`src/rtl/core/fwkv_pkg.sv`:
```
// fwkv_pkg: shared types and constants of the write-back key/value cache.
// No dependencies; imported by every module of the block except fwkv_ram.
package fwkv_pkg;

   localparam int CAP_BITS  = 5;
   localparam int CAP_RESET = 16;

   typedef enum logic [1:0] {
      OP_SET   = 2'd0,
      OP_GET   = 2'd1,
      OP_FILL  = 2'd2,
      OP_FLUSH = 2'd3
   } op_type;

   typedef enum logic [1:0] {
      KIND_REPLY = 2'd0,
      KIND_WB    = 2'd1,
      KIND_READ  = 2'd2
   } kind_type;

   typedef enum logic [2:0] {
      ST_IDLE,
      ST_DECIDE,
      ST_EVICT,
      ST_FLUSH,
      ST_FLWB,
      ST_REPLY
   } state_type;

   // head of the request queue as seen by the back end
   typedef struct packed {
      logic   valid;
      op_type op;
      logic   found;
   } head_type;

endpackage

```
`src/rtl/core/fwkv_ram.sv`:
```
// fwkv_ram: generic single-write, single-read RAM with registered read data.
// No dependencies.
module fwkv_ram #(
   parameter int WIDTH = 64,
   parameter int DEPTH = 16
) (
   input  logic                                   clock,
   input  logic                                   we,
   input  logic [(DEPTH > 1 ? $clog2(DEPTH) : 1)-1:0] waddr,
   input  logic [WIDTH-1:0]                       wdata,
   input  logic                                   re,
   input  logic [(DEPTH > 1 ? $clog2(DEPTH) : 1)-1:0] raddr,
   output logic [WIDTH-1:0]                       rdata
);
   logic [WIDTH-1:0] mem_ff [DEPTH];
   logic [WIDTH-1:0] rdata_ff;

   always_ff @(posedge clock) begin
      if (we) begin
         mem_ff[waddr] <= wdata;
      end
      if (re) begin
         rdata_ff <= mem_ff[raddr];
      end
   end

   assign rdata = rdata_ff;
endmodule

```
`src/rtl/core/fwkv_front.sv`:
```
// fwkv_front: request intake; a two-entry queue that decodes the op field.
// Depends on fwkv_pkg.
module fwkv_front
   import fwkv_pkg::*;
#(
   parameter int KEY_BITS   = 32,
   parameter int VALUE_BITS = 64
) (
   input  logic                  clock,
   input  logic                  reset,
   input  logic                  req_valid,
   output logic                  req_ready,
   input  logic [1:0]            req_op,
   input  logic [KEY_BITS-1:0]   req_key,
   input  logic [VALUE_BITS-1:0] req_value,
   input  logic                  req_found,
   input  logic                  pop,
   output head_type              head,
   output logic [KEY_BITS-1:0]   head_key,
   output logic [VALUE_BITS-1:0] head_value
);
   op_type                op_ff    [2];
   logic                  found_ff [2];
   logic [KEY_BITS-1:0]   key_ff   [2];
   logic [VALUE_BITS-1:0] value_ff [2];
   logic                  wptr_ff, wptr_in;
   logic                  rptr_ff, rptr_in;
   logic [1:0]            count_ff, count_in;
   logic                  push;

   assign req_ready = (count_ff != 2'd2);
   assign push      = req_valid && req_ready;

   always_comb begin
      wptr_in  = wptr_ff ^ push;
      rptr_in  = rptr_ff ^ pop;
      count_in = count_ff + {1'b0, push} - {1'b0, pop};
   end

   always_ff @(posedge clock) begin
      if (reset) begin
         wptr_ff  <= 1'b0;
         rptr_ff  <= 1'b0;
         count_ff <= 2'd0;
      end else begin
         wptr_ff  <= wptr_in;
         rptr_ff  <= rptr_in;
         count_ff <= count_in;
      end
      if (push) begin
         op_ff[wptr_ff]    <= op_type'(req_op);
         found_ff[wptr_ff] <= req_found;
         key_ff[wptr_ff]   <= req_key;
         value_ff[wptr_ff] <= req_value;
      end
   end

   always_comb begin
      head.valid = (count_ff != 2'd0);
      head.op    = op_ff[rptr_ff];
      head.found = found_ff[rptr_ff];
   end
   assign head_key   = key_ff[rptr_ff];
   assign head_value = value_ff[rptr_ff];
endmodule

```
`src/rtl/core/fwkv_back.sv`:
```
// fwkv_back: tag store, ring pointers, sequencer and result register.
// Depends on fwkv_pkg and fwkv_ram (value store).
module fwkv_back
   import fwkv_pkg::*;
#(
   parameter int DEPTH      = 16,
   parameter int KEY_BITS   = 32,
   parameter int VALUE_BITS = 64
) (
   input  logic                  clock,
   input  logic                  reset,
   input  logic                  csr_write,
   input  logic [CAP_BITS-1:0]   csr_capacity,
   input  head_type              head,
   input  logic [KEY_BITS-1:0]   head_key,
   input  logic [VALUE_BITS-1:0] head_value,
   output logic                  pop,
   output logic                  rsp_valid,
   input  logic                  rsp_ready,
   output logic [1:0]            rsp_kind,
   output logic [KEY_BITS-1:0]   rsp_key_res,
   output logic [VALUE_BITS-1:0] rsp_value_res,
   output logic                  rsp_status,
   output logic                  rsp_last
);
   localparam int IW = (DEPTH > 1) ? $clog2(DEPTH) : 1;
   localparam int CW = $clog2(DEPTH + 1);

   logic [CAP_BITS-1:0]   cap_ff;
   logic [DEPTH-1:0]      valid_ff, dirty_ff;
   logic [KEY_BITS-1:0]   keys_ff [DEPTH];
   logic [IW-1:0]         oldest_ff, next_ff, ptr_ff, ptr_in;
   logic [CW-1:0]         count_ff, walk_ff, walk_in;
   state_type             state_ff, state_in;
   op_type                op_ff;
   logic                  found_ff;
   logic [KEY_BITS-1:0]   key_ff;
   logic [VALUE_BITS-1:0] value_ff;
   logic                  hit_ff, hit_in;

   logic                  rsp_valid_ff;
   kind_type              rsp_kind_ff;
   logic [KEY_BITS-1:0]   rsp_key_ff;
   logic [VALUE_BITS-1:0] rsp_value_ff;
   logic                  rsp_status_ff, rsp_last_ff;

   logic [CW-1:0]         ecap;
   logic                  hit;
   logic [IW-1:0]         hidx;
   logic                  can_emit, emit, e_status, e_last;
   kind_type              e_kind;
   logic [KEY_BITS-1:0]   e_key;
   logic [VALUE_BITS-1:0] e_value;
   logic                  we, re;
   logic [IW-1:0]         waddr, raddr;
   logic                  upd_hit, do_insert, do_evict, clr_dirty;
   logic                  new_dirty;
   logic [VALUE_BITS-1:0] rdata;

   function automatic logic [IW-1:0] ring_inc(logic [IW-1:0] x, logic [CW-1:0] c);
      if ((CW+1)'(x) + (CW+1)'(1) >= (CW+1)'(c)) begin
         return '0;
      end
      return x + IW'(1);
   endfunction

   always_comb begin
      if (int'(cap_ff) > DEPTH) begin
         ecap = CW'(DEPTH);
      end else begin
         ecap = CW'(cap_ff);
      end
   end

   // parallel tag compare; keys are unique among valid entries
   always_comb begin
      hit  = 1'b0;
      hidx = '0;
      for (int i = 0; i < DEPTH; i++) begin
         if (valid_ff[i] && keys_ff[i] == key_ff) begin
            hit  = 1'b1;
            hidx = IW'(i);
         end
      end
   end

   assign can_emit  = !rsp_valid_ff || rsp_ready;
   assign new_dirty = (op_ff == OP_SET);

   always_comb begin
      state_in  = state_ff;
      pop       = 1'b0;
      hit_in    = hit_ff;
      ptr_in    = ptr_ff;
      walk_in   = walk_ff;
      emit      = 1'b0;
      e_kind    = KIND_WB;
      e_key     = key_ff;
      e_value   = value_ff;
      e_status  = 1'b0;
      e_last    = 1'b0;
      we        = 1'b0;
      waddr     = next_ff;
      re        = 1'b0;
      raddr     = oldest_ff;
      upd_hit   = 1'b0;
      do_insert = 1'b0;
      do_evict  = 1'b0;
      clr_dirty = 1'b0;
      case (state_ff)
         ST_IDLE: begin
            if (head.valid) begin
               pop      = 1'b1;
               state_in = ST_DECIDE;
            end
         end
         ST_DECIDE: begin
            hit_in = hit;
            case (op_ff)
               OP_SET, OP_FILL: begin
                  if (op_ff == OP_FILL && (!found_ff || ecap == '0)) begin
                     state_in = ST_REPLY;
                  end else if (ecap == '0) begin
                     // bypass: post the write straight to the backing store
                     if (can_emit) begin
                        emit     = 1'b1;
                        state_in = ST_REPLY;
                     end
                  end else if (hit) begin
                     we       = 1'b1;
                     waddr    = hidx;
                     upd_hit  = 1'b1;
                     state_in = ST_REPLY;
                  end else if (count_ff >= ecap) begin
                     re       = 1'b1;
                     state_in = ST_EVICT;
                  end else begin
                     we        = 1'b1;
                     do_insert = 1'b1;
                     state_in  = ST_REPLY;
                  end
               end
               OP_GET: begin
                  re       = hit;
                  raddr    = hidx;
                  state_in = ST_REPLY;
               end
               default: begin
                  ptr_in   = oldest_ff;
                  walk_in  = '0;
                  state_in = ST_FLUSH;
               end
            endcase
         end
         ST_EVICT: begin
            e_key   = keys_ff[oldest_ff];
            e_value = rdata;
            if (!(valid_ff[oldest_ff] && dirty_ff[oldest_ff]) || can_emit) begin
               emit      = valid_ff[oldest_ff] && dirty_ff[oldest_ff];
               we        = 1'b1;
               do_evict  = 1'b1;
               do_insert = 1'b1;
               state_in  = ST_REPLY;
            end
         end
         ST_FLUSH: begin
            if (walk_ff == ecap) begin
               state_in = ST_REPLY;
            end else if (valid_ff[ptr_ff] && dirty_ff[ptr_ff]) begin
               re       = 1'b1;
               raddr    = ptr_ff;
               state_in = ST_FLWB;
            end else begin
               ptr_in  = ring_inc(ptr_ff, ecap);
               walk_in = walk_ff + CW'(1);
            end
         end
         ST_FLWB: begin
            e_key   = keys_ff[ptr_ff];
            e_value = rdata;
            if (can_emit) begin
               emit      = 1'b1;
               clr_dirty = 1'b1;
               ptr_in    = ring_inc(ptr_ff, ecap);
               walk_in   = walk_ff + CW'(1);
               state_in  = ST_FLUSH;
            end
         end
         ST_REPLY: begin
            e_kind  = KIND_REPLY;
            e_last  = 1'b1;
            e_value = '0;
            case (op_ff)
               OP_GET: begin
                  if (hit_ff) begin
                     e_value = rdata;
                  end else begin
                     e_kind = KIND_READ;
                  end
               end
               OP_FILL: begin
                  e_status = !found_ff;
                  if (found_ff) begin
                     e_value = value_ff;
                  end
               end
               OP_FLUSH: begin
                  e_key = '0;
               end
               default: begin
               end
            endcase
            if (can_emit) begin
               emit     = 1'b1;
               state_in = ST_IDLE;
            end
         end
         default: begin
            state_in = ST_IDLE;
         end
      endcase
   end

   always_ff @(posedge clock) begin
      if (reset) begin
         state_ff     <= ST_IDLE;
         rsp_valid_ff <= 1'b0;
         cap_ff       <= CAP_BITS'(CAP_RESET);
         valid_ff     <= '0;
         dirty_ff     <= '0;
         oldest_ff    <= '0;
         next_ff      <= '0;
         count_ff     <= '0;
      end else begin
         state_ff <= state_in;
         if (emit) begin
            rsp_valid_ff <= 1'b1;
         end else if (rsp_ready) begin
            rsp_valid_ff <= 1'b0;
         end
         if (csr_write) begin
            // a capacity write empties the cache; dirty data is dropped
            cap_ff    <= csr_capacity;
            valid_ff  <= '0;
            dirty_ff  <= '0;
            oldest_ff <= '0;
            next_ff   <= '0;
            count_ff  <= '0;
         end else begin
            if (upd_hit) begin
               dirty_ff[hidx] <= new_dirty;
            end
            if (clr_dirty) begin
               dirty_ff[ptr_ff] <= 1'b0;
            end
            // a full ring has next == oldest, so the insert below reuses the evicted slot
            if (do_evict) begin
               oldest_ff <= ring_inc(oldest_ff, ecap);
            end
            if (do_insert) begin
               valid_ff[next_ff] <= 1'b1;
               dirty_ff[next_ff] <= new_dirty;
               next_ff           <= ring_inc(next_ff, ecap);
               if (!do_evict) begin
                  count_ff <= count_ff + CW'(1);
               end
            end
         end
      end
      if (do_insert) begin
         keys_ff[next_ff] <= key_ff;
      end
      if (pop) begin
         op_ff    <= head.op;
         found_ff <= head.found;
         key_ff   <= head_key;
         value_ff <= head_value;
      end
      hit_ff  <= hit_in;
      ptr_ff  <= ptr_in;
      walk_ff <= walk_in;
      if (emit) begin
         rsp_kind_ff   <= e_kind;
         rsp_key_ff    <= e_key;
         rsp_value_ff  <= e_value;
         rsp_status_ff <= e_status;
         rsp_last_ff   <= e_last;
      end
   end

   fwkv_ram #(
      .WIDTH (VALUE_BITS),
      .DEPTH (DEPTH)
   ) u_values (
      .clock (clock),
      .we    (we),
      .waddr (waddr),
      .wdata (value_ff),
      .re    (re),
      .raddr (raddr),
      .rdata (rdata)
   );

   assign rsp_valid     = rsp_valid_ff;
   assign rsp_kind      = rsp_kind_ff;
   assign rsp_key_res   = rsp_key_ff;
   assign rsp_value_res = rsp_value_ff;
   assign rsp_status    = rsp_status_ff;
   assign rsp_last      = rsp_last_ff;
endmodule

```
`src/rtl/core/fifo_writeback_kv_cache.sv`:
```
// Write-back key/value cache, FIFO replacement, DEPTH entries, in front of a backing
// store. A two-entry request queue feeds a sequencer that takes one item at a time.
// Sets and gets pass the decide and reply states, a set that evicts also an evict
// state; a flush walks the value RAM from the oldest entry by its single read port.
// Results leave through a register, so a stalled output blocks the sequencer, and
// request intake once the queue is full. Capacity writes are taken at once.
// Depends on fwkv_pkg, fwkv_front, fwkv_back, fwkv_ram.
module fifo_writeback_kv_cache
   import fwkv_pkg::*;
#(
   parameter int DEPTH      = 16,
   parameter int KEY_BITS   = 32,
   parameter int VALUE_BITS = 64
) (
   input  logic                  clock,
   input  logic                  reset,
   input  logic                  csr_valid,
   output logic                  csr_ready,
   input  logic [CAP_BITS-1:0]   csr_capacity,
   input  logic                  req_valid,
   output logic                  req_ready,
   input  logic [1:0]            req_op,
   input  logic [KEY_BITS-1:0]   req_key,
   input  logic [VALUE_BITS-1:0] req_value,
   input  logic                  req_found,
   output logic                  rsp_valid,
   input  logic                  rsp_ready,
   output logic [1:0]            rsp_kind,
   output logic [KEY_BITS-1:0]   rsp_key_res,
   output logic [VALUE_BITS-1:0] rsp_value_res,
   output logic                  rsp_status,
   output logic                  rsp_last
);
   head_type              head;
   logic [KEY_BITS-1:0]   head_key;
   logic [VALUE_BITS-1:0] head_value;
   logic                  pop;

   assign csr_ready = 1'b1;

   fwkv_front #(
      .KEY_BITS   (KEY_BITS),
      .VALUE_BITS (VALUE_BITS)
   ) u_front (
      .clock      (clock),
      .reset      (reset),
      .req_valid  (req_valid),
      .req_ready  (req_ready),
      .req_op     (req_op),
      .req_key    (req_key),
      .req_value  (req_value),
      .req_found  (req_found),
      .pop        (pop),
      .head       (head),
      .head_key   (head_key),
      .head_value (head_value)
   );

   fwkv_back #(
      .DEPTH      (DEPTH),
      .KEY_BITS   (KEY_BITS),
      .VALUE_BITS (VALUE_BITS)
   ) u_back (
      .clock         (clock),
      .reset         (reset),
      .csr_write     (csr_valid && csr_ready),
      .csr_capacity  (csr_capacity),
      .head          (head),
      .head_key      (head_key),
      .head_value    (head_value),
      .pop           (pop),
      .rsp_valid     (rsp_valid),
      .rsp_ready     (rsp_ready),
      .rsp_kind      (rsp_kind),
      .rsp_key_res   (rsp_key_res),
      .rsp_value_res (rsp_value_res),
      .rsp_status    (rsp_status),
      .rsp_last      (rsp_last)
   );

`ifndef SYNTHESIS
   a_read_is_last: assert property (@(posedge clock) disable iff (reset)
      rsp_valid && rsp_kind == KIND_READ |-> rsp_last)
      else $error("read request not last item");
   a_wb_not_last: assert property (@(posedge clock) disable iff (reset)
      rsp_valid && rsp_kind == KIND_WB |-> !rsp_last)
      else $error("write-back marked last");
   a_status_reply: assert property (@(posedge clock) disable iff (reset)
      rsp_valid && rsp_status |-> rsp_kind == KIND_REPLY && rsp_value_res == '0)
      else $error("not-found status on wrong item");
`endif
endmodule

```
`config.mk`:
```
export PLATFORM = sky130hd
export DESIGN_NAME = fifo_writeback_kv_cache
export DESIGN_NICKNAME = d
export VERILOG_FILES = /design/src/rtl/core/fwkv_pkg.sv /design/src/rtl/core/fwkv_ram.sv /design/src/rtl/core/fwkv_front.sv /design/src/rtl/core/fwkv_back.sv /design/src/rtl/core/fifo_writeback_kv_cache.sv
export SDC_FILE = /design/constraint.sdc
export NUM_CORES = 2
export LEC_CHECK = 0
export BUFFER_PORTS_ARGS = -buffer_cell sky130_fd_sc_hd__buf_2
export CORE_MARGIN = 2
export CORE_UTILIZATION = 35
export CTS_CLUSTER_DIAMETER = 200
export DETAILED_ROUTE_END_ITERATION = 8
export GPL_TIMING_DRIVEN = 1
export PLACE_DENSITY = 0.6
export SLEW_MARGIN = 20
export SYNTH_ARGS = -nofsm -noshare
export SYNTH_HDL_FRONTEND = slang
export SYNTH_SLANG_ARGS = --single-unit
```
`constraint.sdc`:
```
create_clock -name clock -period 30.5 [get_ports clock]
set_clock_uncertainty 0.2 [all_clocks]
set_input_delay 3.05 -clock clock [delete_from_list [all_inputs] [get_ports clock]]
set_output_delay 3.05 -clock clock [all_outputs]
set_load 0.005 [all_outputs]
```
==> reports/metrics.yaml <==
status: "complete, no violations"
worst-r2r-setup-slack_ps: 22430
required_ps: 30930
fin_setup_tns_ps: 0
max_freq_mhz: 124
synthMuxAreaShare: 0.157
startpoint_type: "flip-flop"
nets: 5774
cpPeakStageDelay_ps: 850
portBuffers: 210
crit_slowest_cell: "buf_4"
ioPinCount: 212
drtIter0Drc: 6535
async_flop_share: 0
synth-compound-area-share: 0.0491
clock_insertion_delay_worst_skew_ps: 910
path_max_fanout: 85
tritoncts: "yes"
hold_depth: 2
layout_setup_ws_ps: 22430
worstSetupEndpointType: "flip-flop"
clockBufferDepth: 3
netlist_area_sq_um: 91400
synthXorXnorAreaFrac: 0.0509
synth_edf_count: 2007
hold_viol: 0
gp_congestion: 1.02
finalCritPeriodShare: 0.265
avgSynthCellArea_sq_um: 17.0
final_cell_area_sq_um: 104000
placed_area_sq_um: 96500
drive_gt1_frac: 0.256
dpl.hpwl_mm: 206
synth-seq-cells: 2073
synth_top_family_by_area: "multiplexers"
wl_per_cell_um: 34.0
cts_root_buf: "clkbuf_16"
tightest_slew_ps: 1210
crit_top_cell: "buf_4"
power_density_nw_per_um2: 89.7
core_area_sq_um: 260000
syn_inst: 5379
h-tree-depth: 4
grt_use_total: 0.233
cp_data_arrival_time_ps: 8500
syn2layout_area_growth_pct: 14.1
antenna_found_initial: 36
grt_overflow: 0
grt_pass1_vias: 51100
drtAntennaViolNets: 0
hp-start: "u_back.count_ff[4]"
cellLeakagePower_nw: 34.9
r2r-start: "u_back.key_ff[4]"
grt_max_degree: 93
synth_fa_ha_area_frac: 0.00547
start_util: 0.352
path_cells: "buf_4, xnor2_1, nor4b_2, nand4_1, or4_1, a211oi_1, a2111oi_0, or3_1, nand2_8, buf_4, buf_4, buf_4, mux2_2, a2bb2oi_1, o211ai_1, o211ai_1"
synth-main-ff-cell: "edfxtp_1"
post_cts_buffers: 0
rows: 187
ys_types: 73
rsz0062_at_grt: "false"
cts_resized: 0
cts_hold_buf: 0
vdd_drop_max_uv: 57.2
crit_type: "flip-flop to flip-flop"
place_ws_ps: 22400
maxSlewHeadroom: 0.188
reg2reg_depth: 16
grt_pass1_wl_mm: 429
hold_path_end: "u_back.count_ff[4]"
yosys.area_share.simple: 0.0442
die_h_um: 515
setup_violations: 0
dieArea_sq_um: 265000
worstReg2RegEnd: "u_back.u_values.rdata[24]"
power_mw: 9.36
cts_buffers: 219
min_path_type: "flip-flop to flip-flop"
final-max-slew-violation-count: 0
synth_nets: 5528
vias: 52500
yosysSeqAreaShare: 0.674
cts.clk_slew.worst_paths_ps: 60
firstDrtPassIters: 8
finalCriticalPeriod_ps: 8070
die_w_um: 515
viasPerCell: 5.69
max_cap_violations: 0
routed_wirelength_mm: 314
drc: 0
yosys_warnings: 0
cts_sinks: 2073
==> cells in the mapped netlist, types with 4 or more instances <==
cell	instances	area, sq um
buf_1	43	161
buf_8	4	60.1
or3_1	13	81.3
xor2_1	453	3970
a2bb2oi_1	43	377
nor3_1	37	185
buf_2	82	410
inv_1	26	97.6
a22o_1	64	561
o211ai_1	173	1300
dfxtp_1	66	1320
a21oi_1	158	791
xnor2_1	78	683
ha_1	40	500
mux2i_1	293	2930
a31oi_1	12	75.1
nor2_1	185	694
mux4_2	328	7390
nand4b_1	12	105
nor2b_1	14	87.6
buf_4	41	308
nor3b_1	6	45.0
o211ai_2	20	250
a22oi_1	32	240
nand4_1	41	257
o21ai_1	6	30.0
nand2_1	210	788
nand3_1	42	210
and2_1	9	56.3
nand2b_1	17	106
or4_1	9	67.6
o21ai_0	19	95.1
nor4b_1	6	52.6
a2bb2oi_2	20	300
a21boi_0	17	128
and3_1	8	50.1
a21o_1	7	52.6
buf_6	28	315
edfxtp_1	2007	60300
mux2_2	356	4010
clkbuf_1	126	473
a31o_1	6	52.6
nor4_1	175	1090
==> metrics by stage <==
stage	instances	hold slack (ps)	util
2_1_floorplan	5379	262	-
3_3_place_gp	8803	278	0.371
3_5_place_dp	8803	288	0.372
4_1_cts	9218	299	0.401
5_1_grt	9222	328	0.402
6_report	9226	300	0.402
==> cell usage in the layout (no fill, tap or decap), types with 13 or more instances in the layout <==
| cell | synthesis | routed |
|---|---|---|
| a21boi_0 | 17 | 17 |
| a21oi_1 | 158 | 155 |
| a22o_1 | 64 | 64 |
| a22oi_1 | 32 | 32 |
| a2bb2oi_1 | 43 | 43 |
| a2bb2oi_2 | 20 | 20 |
| buf_2 | 82 | 210 |
| buf_4 | 41 | 134 |
| bufinv_16 | 0 | 36 |
| clkbuf_1 | 126 | 40 |
| clkbuf_16 | 0 | 220 |
| clkinv_1 | 0 | 35 |
| clkinv_2 | 0 | 42 |
| dfxtp_1 | 66 | 57 |
| edfxtp_1 | 2007 | 2007 |
| ha_1 | 40 | 38 |
| inv_1 | 26 | 26 |
| mux2_2 | 356 | 356 |
| mux2i_1 | 293 | 293 |
| mux4_2 | 328 | 328 |
| nand2_1 | 210 | 209 |
| nand2b_1 | 17 | 17 |
| nand3_1 | 42 | 41 |
| nand4_1 | 41 | 41 |
| nor2_1 | 185 | 155 |
| nor2_4 | 0 | 30 |
| nor2b_1 | 14 | 14 |
| nor3_1 | 37 | 32 |
| nor4_1 | 175 | 172 |
| o211ai_1 | 173 | 173 |
| o211ai_2 | 20 | 20 |
| o21ai_0 | 19 | 19 |
| or3_1 | 13 | 13 |
| xnor2_1 | 78 | 77 |
| xor2_1 | 453 | 449 |
==> area by class of cell <==
| class | count | area, sq um |
|---|---|---|
| fill | 23300 | 155000 |
| sequential | 2073 | 61600 |
| multi-input combinational | 2955 | 28500 |
| clock buffer | 263 | 5700 |
| tap | 3402 | 4260 |
| timing repair buffer | 349 | 2160 |
| clock inverter | 152 | 2030 |
| inverter | 27 | 101 |
| antenna | 5 | 12.5 |
==> state kept, by name (all words and copies together) (netlist names), 3 cells and up, named ones only <==
signal / cells
u_back.count_ff: 5
u_front.value_ff: 128
u_back.rsp_key_res: 32
u_back.dirty_ff: 16
u_back.state_ff: 3
u_back.rsp_value_res: 64
u_back.key_ff: 32
u_back.oldest_ff: 4
u_front.op_ff: 4
u_back.valid_ff: 16
u_back.ptr_ff: 4
u_back.u_values.mem_ff: 1024
u_back.keys_ff: 512
u_back.u_values.rdata: 64
u_front.key_ff: 64
u_back.cap_ff: 5
u_back.value_ff: 64
u_back.walk_ff: 5
u_back.next_ff: 4
==> cell families after synthesis <==
kind of cell	Yosys count
DFF	2073
muxes	977
and+or+nand+nor	803
AOI/OAI and AO/OA	603
xor gates and xnor gates	531
buffers and inverters	351
adders and majority gates	40
other	1
==> report_power, final <==
part	internal [mW]	leakage [nW]	switching (mW)
clock network	1.65	3.73	1.19
logic	0.869	12.5	1.76
registers	3.63	18.7	0.260
total	6.15	34.9	3.20
==> critical path: cells and delay by family, from the launching register on <==
family / cells / cell delay (ps)
and+or+nand+nor: 5 / 2510
DFF: 1 / 360
AOI/OAI and AO/OA: 5 / 880
xor gates and xnor gates: 1 / 680
buffers and inverters: 4 / 2530
muxes: 1 / 420
==> worst max-delay path by stage <==
stage	startpoint	end	slack (ps)	cells past startpoint
finish	u_back.key_ff[4]	u_back.u_values.rdata[24]	22430	16
global route	u_back.key_ff[4]	u_back.u_values.rdata[24]	22160	16
CTS	u_back.key_ff[4]	u_back.u_values.rdata[24]	22410	16
detailed placement	u_back.key_ff[4]	u_back.u_values.rdata[24]	22400	16
global placement	u_back.key_ff[4]	u_back.u_values.rdata[25]	22410	16
floorplan	u_back.state_ff[1]	u_front.count_ff[1]	18030	9
==> layer usage <==
metal  share of wire  global-route usage
met3           0.073              0.0446
met2            0.46               0.360
met1            0.44               0.332
met5         0.00070                   0
met4           0.031              0.0687
Note: power is estimated with default switching activity, not from simulation.
